<file path="src/rtl/radio_pll_tuning_words_defines.svh">
// Assertion helpers shared by the RTL.
`ifndef RADIO_PLL_TUNING_WORDS_DEFINES_SVH
`define RADIO_PLL_TUNING_WORDS_DEFINES_SVH

// Same-cycle implication, held off during reset.
`define RPLL_ASSERT_NOW(label, ante, cons, msg) \
   label: assert property (@(posedge clock) disable iff (reset) (ante) |-> (cons)) \
      else $error(msg);

// Next-cycle implication, held off during reset.
`define RPLL_ASSERT_NEXT(label, ante, cons, msg) \
   label: assert property (@(posedge clock) disable iff (reset) (ante) |=> (cons)) \
      else $error(msg);

`endif

</file>
<file path="src/rtl/rpll_pkg.sv">
package rpll_pkg;

   localparam int unsigned FREQ_W  = 30;
   localparam int unsigned SHIFT_W = 16;
   localparam int unsigned POWER_W = 8;
   localparam int unsigned BAND_W  = 3;
   localparam int unsigned INT_W   = 8;
   localparam int unsigned FRAC_W  = 20;
   localparam int unsigned STEP_W  = 16;
   localparam int unsigned DEV_W   = 14;
   localparam int unsigned PA_W    = 7;

   localparam int unsigned DIV_W    = 5;
   localparam int unsigned SCALED_W = 35;  // freq * divider
   localparam int unsigned X_W      = 21;  // shift * divider
   localparam int unsigned PFD_W    = 26;
   localparam int unsigned Q_BITS   = 9;   // freq / f_pfd stays below 512
   localparam int unsigned FLOW_BITS = 19; // fraction bits below the 2^19 place
   localparam int unsigned STEPS    = Q_BITS + FLOW_BITS;
   localparam int unsigned STEPS_PER_STAGE = 4;
   localparam int unsigned DIV_STAGES = STEPS / STEPS_PER_STAGE;

   localparam logic [PFD_W-1:0] PFD_NUM = 26'd60000000;

   localparam logic [FREQ_W-1:0] TH_DIV6  = 30'd705000000;
   localparam logic [FREQ_W-1:0] TH_DIV8  = 30'd525000000;
   localparam logic [FREQ_W-1:0] TH_DIV12 = 30'd353000000;
   localparam logic [FREQ_W-1:0] TH_DIV16 = 30'd239000000;
   localparam logic [FREQ_W-1:0] TH_DIV24 = 30'd177000000;

   localparam logic [BAND_W-1:0] BAND_DIV4  = 3'd0;
   localparam logic [BAND_W-1:0] BAND_DIV6  = 3'd1;
   localparam logic [BAND_W-1:0] BAND_DIV8  = 3'd2;
   localparam logic [BAND_W-1:0] BAND_DIV12 = 3'd3;
   localparam logic [BAND_W-1:0] BAND_DIV16 = 3'd4;
   localparam logic [BAND_W-1:0] BAND_DIV24 = 3'd5;

   typedef struct packed {
      logic [BAND_W-1:0]    band;
      logic [PA_W-1:0]      pa;
      logic [DEV_W-1:0]     devfix;
      logic                 shift_zero;
      logic [SCALED_W-1:0]  rem;
      logic [Q_BITS-1:0]    q;
      logic [FLOW_BITS-1:0] facc;
      logic [PFD_W-1:0]     xrem;
      logic [FLOW_BITS-1:0] xacc;
   } rpll_stage_type;

   // fixed 1300 Hz deviation word: floor(2^20 * div * 1300 / 60e6)
   function automatic logic [DEV_W-1:0] dev_fixed(input logic [BAND_W-1:0] band);
      logic [DEV_W-1:0] dev;
      unique case (band)
         BAND_DIV4:  dev = 14'd90;
         BAND_DIV6:  dev = 14'd136;
         BAND_DIV8:  dev = 14'd181;
         BAND_DIV12: dev = 14'd272;
         BAND_DIV16: dev = 14'd363;
         BAND_DIV24: dev = 14'd545;
         default:    dev = 14'd90;
      endcase
      return dev;
   endfunction

endpackage

</file>
<file path="src/rtl/rpll_div_stage.sv">
module rpll_div_stage import rpll_pkg::*; #(
   parameter int unsigned STEP_BASE = 0
) (
   input  logic           clock,
   input  logic           reset,
   input  logic           up_valid,
   output logic           up_ready,
   input  rpll_stage_type up_data,
   output logic           down_valid,
   input  logic           down_ready,
   output rpll_stage_type down_data
);

   logic           valid_ff;
   rpll_stage_type data_ff;
   rpll_stage_type work;

   // restoring division steps: quotient bits first, then the fraction bits;
   // the channel-step quotient runs alongside over the first steps
   always_comb begin
      int unsigned j;
      int unsigned sh;
      logic [SCALED_W-1:0] cmp;
      logic [SCALED_W-1:0] r2;
      logic [PFD_W:0]      x2;
      work = up_data;
      for (int unsigned i = 0; i < STEPS_PER_STAGE; i++) begin
         j  = STEP_BASE + i;
         sh = 0;
         cmp = '0;
         r2  = '0;
         x2  = '0;
         if (j < Q_BITS) begin
            sh  = Q_BITS - 1 - j;
            cmp = SCALED_W'(PFD_NUM) << sh;
            if (work.rem >= cmp) begin
               work.rem = work.rem - cmp;
               work.q   = work.q | (Q_BITS'(1) << sh);
            end
         end else if (j < STEPS) begin
            sh = STEPS - 1 - j;
            r2 = {work.rem[SCALED_W-2:0], 1'b0};
            if (r2 >= SCALED_W'(PFD_NUM)) begin
               r2        = r2 - SCALED_W'(PFD_NUM);
               work.facc = work.facc | (FLOW_BITS'(1) << sh);
            end
            work.rem = r2;
         end
         if (j < FLOW_BITS) begin
            sh = FLOW_BITS - 1 - j;
            x2 = {work.xrem, 1'b0};
            if (x2 >= (PFD_W+1)'(PFD_NUM)) begin
               x2        = x2 - (PFD_W+1)'(PFD_NUM);
               work.xacc = work.xacc | (FLOW_BITS'(1) << sh);
            end
            work.xrem = x2[PFD_W-1:0];
         end
      end
   end

   assign up_ready   = !valid_ff || down_ready;
   assign down_valid = valid_ff;
   assign down_data  = data_ff;

   always_ff @(posedge clock) begin
      if (reset) begin
         valid_ff <= 1'b0;
      end else if (up_ready) begin
         valid_ff <= up_valid;
      end
      if (up_ready && up_valid) begin
         data_ff <= work;
      end
   end

endmodule
</file>
<file path="config.mk">
export PLATFORM = sky130hd
export DESIGN_NAME = rpll_div_stage
export DESIGN_NICKNAME = d
export VERILOG_FILES = /design/src/rtl/radio_pll_tuning_words_defines.svh /design/src/rtl/rpll_pkg.sv /design/src/rtl/rpll_div_stage.sv
export SDC_FILE = /design/constraint.sdc
export NUM_CORES = 1
export LEC_CHECK = 0
export BUFFER_PORTS_ARGS = -buffer_cell sky130_fd_sc_hd__buf_2
export CAP_MARGIN = 20
export CELL_PAD_IN_SITES_DETAIL_PLACEMENT = 0
export CELL_PAD_IN_SITES_GLOBAL_PLACEMENT = 1
export CORE_ASPECT_RATIO = 0.8
export CORE_MARGIN = 1.5
export CORE_UTILIZATION = 44
export CTS_CLUSTER_SIZE = 14
export DETAILED_ROUTE_END_ITERATION = 10
export PLACE_DENSITY = 0.85
export SETUP_SLACK_MARGIN = 0.4
export SLEW_MARGIN = 20
export SYNTH_ARGS = -nofsm -noshare
export SYNTH_HDL_FRONTEND = slang
export SYNTH_SLANG_ARGS = --single-unit
</file>
<file path="constraint.sdc">
create_clock -name clock -period 14.2 [get_ports clock]
set_input_delay 0.71 -clock clock [delete_from_list [all_inputs] [get_ports clock]]
set_output_delay 0.71 -clock clock [all_outputs]
set_load 0.05 [all_outputs]
</file>
==> impl_metrics.tcl <==
set metrics [dict create \
    first_pass_iters 5 \
    final_nets 1559 \
    yosysUniqueCellTypes 97 \
    leakagePower_nw 4.93 \
    worst_path_largest_cell_delay_ps 850 \
    swShare_pct 42.8 \
    syn_area_mm2 0.0106 \
    syn_avg_cell_area_um2 9.08 \
    syn2layout_area_growth_pct 21.0 \
    grt_start_max_net_pins 84 \
    drt-wirelength-per-cell_um 19.2 \
    irDropWorstVdd_mv 0.0768 \
    cts_setup_buffers 0 \
    cts_made_buffers 17 \
    drive_above_1_share_pct 25.6 \
    dp_hpwl_um 25900 \
    yosysSeqAreaShare_pct 36.7 \
    cp-start-kind "primary input" \
    cts.hold.buffers_added 0 \
    ys_ff_latch 130 \
    finalSetupViolCount 0 \
    synth_xor_xnor_area_share_pct 11.2 \
    grt_pass1_vias 9048 \
    rows 50 \
    vias 10400 \
    power_frac_seq_pct 27.9 \
    worstPathArrival_ps 9350 \
    grt_overflow 0 \
    num_io_pins 272 \
    synthSimpleGateAreaFrac_pct 21.8 \
    totalWireLength_um 33300 \
    async_reset_ff_share_pct 0 \
    die_x_um 177 \
    cts_tree "done" \
    die_height_um 142 \
    first_iter_violations 1248 \
    hold_viol_final 0 \
    worstMarginPinSlew_ps 1070 \
    critical-path-slowest-cell "a2111oi_1" \
    comb_power_share_pct 47.5 \
    criticalPathCategory "primary input to flop" \
    maxCapViolations 0 \
    status "finished clean" \
    gp_congestion 0.898 \
    finalClockSkew_ps 12.5 \
    synth-compound-area-share_pct 25.0 \
    p_int_w 0.00109 \
    mostFrequentLayoutCell "buf_2" \
    synth_edf_count 129 \
    yosysWarningCount 0 \
    clkTransAtPathRegs_ps 60 \
    grt_usage_pct 25.7 \
    final_util_pct 54.5 \
    max_freq_mhz 110 \
    synth_fa_ha_area_share_pct 0.944 \
    clock_latency_ps 420 \
    max_slew_margin_pct 28.8 \
    powerDensity_mw_per_mm2 149 \
    drc_errors 0 \
    die-area_mm2 0.0250 \
    crit_required_ps 14440 \
    timing.setup.tns_ps 0 \
    drv_slew 0 \
    grt_pass1_wl_um 50800 \
    worstSetupEndpointType "flop" \
    muxShareOfSynthArea_pct 1.57 \
    crit_fanout 20 \
    ctsLongestPathBuffers 2 \
    root_buffer "clkbuf_16" \
    p_clk_share_pct 24.7 \
    start_util_pct 45.1 \
    post_cts_resized 0 \
    syn_inst 1168 \
    core_area_mm2 0.0235 \
    rsz0062_at_grt "no" \
    period_share_pct 64.1 \
    via_per_inst 5.98 \
    ant_nets 0 \
    hold_class "primary input to flop" \
    p_switching_w 0.000818 \
    ys.flop_type "edfxtp_1" \
    finalCriticalPeriod_ps 9100 \
    place.port_buffers 267 \
    synth_top_family_by_area "compound AO/OA/AOI/OAI gates" \
    cts.sinks 130 \
    antenna_found_initial 3 \
    htree_levels 4 \
    final_cell_mix "buf_2, edfxtp_1, nor2_1, nand2_1, xnor2_1" \
]
-- flip-flops by register name, indices dropped and copies added, names as in the netlist --
name        count
down_data     129
down_valid      1
-- critical path, delay by kind of cell --
| family | cells | cell delay [ps] |
|---|---|---|
| fa+ha+maj | 2 | 750 |
| buf+inv | 3 | 620 |
| simple gates | 11 | 2340 |
| compound gates | 12 | 4230 |
| xor+xnor | 2 | 690 |
-- path summary, 6_finish.rpt --
check	cells after the start	startpoint	slack (ps)	to
worst min register to register	2	down_valid	510	down_valid
worst max-delay path	30	up_data[99]	5100	down_data[90]
worst max register to register	3	down_valid	11910	down_data[84]
worst min-delay path	2	reset	450	down_valid
-- synthesized netlist by cell type (11+ instances only) --
master | number | area, um^2
mux2i_1 | 11 | 110
edfxtp_1 | 129 | 3870
nand2_1 | 102 | 383
xnor2_1 | 96 | 841
and3_1 | 18 | 113
and2_1 | 20 | 125
buf_2 | 19 | 95.1
nor4_1 | 17 | 106
clkbuf_1 | 30 | 113
nor2_1 | 102 | 383
or3_1 | 16 | 100
xor2_1 | 39 | 342
o211ai_1 | 23 | 173
o21ai_0 | 59 | 295
nand3_1 | 36 | 180
a31oi_1 | 23 | 144
nor3_1 | 33 | 165
a211oi_1 | 27 | 203
or2_2 | 15 | 93.8
a21oi_1 | 66 | 330
-- area by class of cell --
type	instances	area, um^2
fillers	2151	10700
flip-flops and latches	130	3890
well taps	312	390
repair buffers	280	1430
clock inverters	14	203
clock buffers	18	429
diodes	2	5.00
multi-input cells	975	6440
inverters	10	37.5
-- metal layers --
layer	global-route usage, %	up-vias	wire (um)
met5	0	-	0
met2	37.0	521	14000
met4	5.22	0	390
li1	-	4998	-
met1	40.0	4859	16200
met3	4.37	27	2780
-- kinds of logic (layout without fill, tap and decap cells) --
family                   count (synthesis)  in the layout
XOR/XNOR                               135            135
AO/OA/AOI/OAI                          368            368
adder cells (fa/ha/maj)                  8              8
AND/OR/NAND/NOR                        444            444
multiplexers                            16             16
buffers and inverters                   66            322
other                                    1              6
flip-flops                             130            130
-- stage by stage --
step	setup slack (ps)	cells	instance area [um^2]	hold slack (ps)	total power (W)
floorplan	6260	1171	10600	779	0.00123
detailed placement	4840	1707	12200	508	0.00144
global route	4470	1741	12800	451	0.00201
CTS	5230	1739	12800	438	0.00191
global placement	5160	1707	12200	502	0.00143
finish	5100	1741	12800	452	0.00191
-- power by group through the flow --
| stage | Sequential [W] | Clock, W | Combinational [W] |
|---|---|---|---|
| floorplan | 0.000763 | 0 | 0.000467 |
| global placement | 0.000539 | 0 | 0.000890 |
| detailed placement | 0.000541 | 0 | 0.000895 |
| CTS | 0.000534 | 0.000480 | 0.000899 |
| global route | 0.000539 | 0.000494 | 0.000973 |
| finish | 0.000533 | 0.000472 | 0.000908 |
Power figures use the tool's default switching activity.
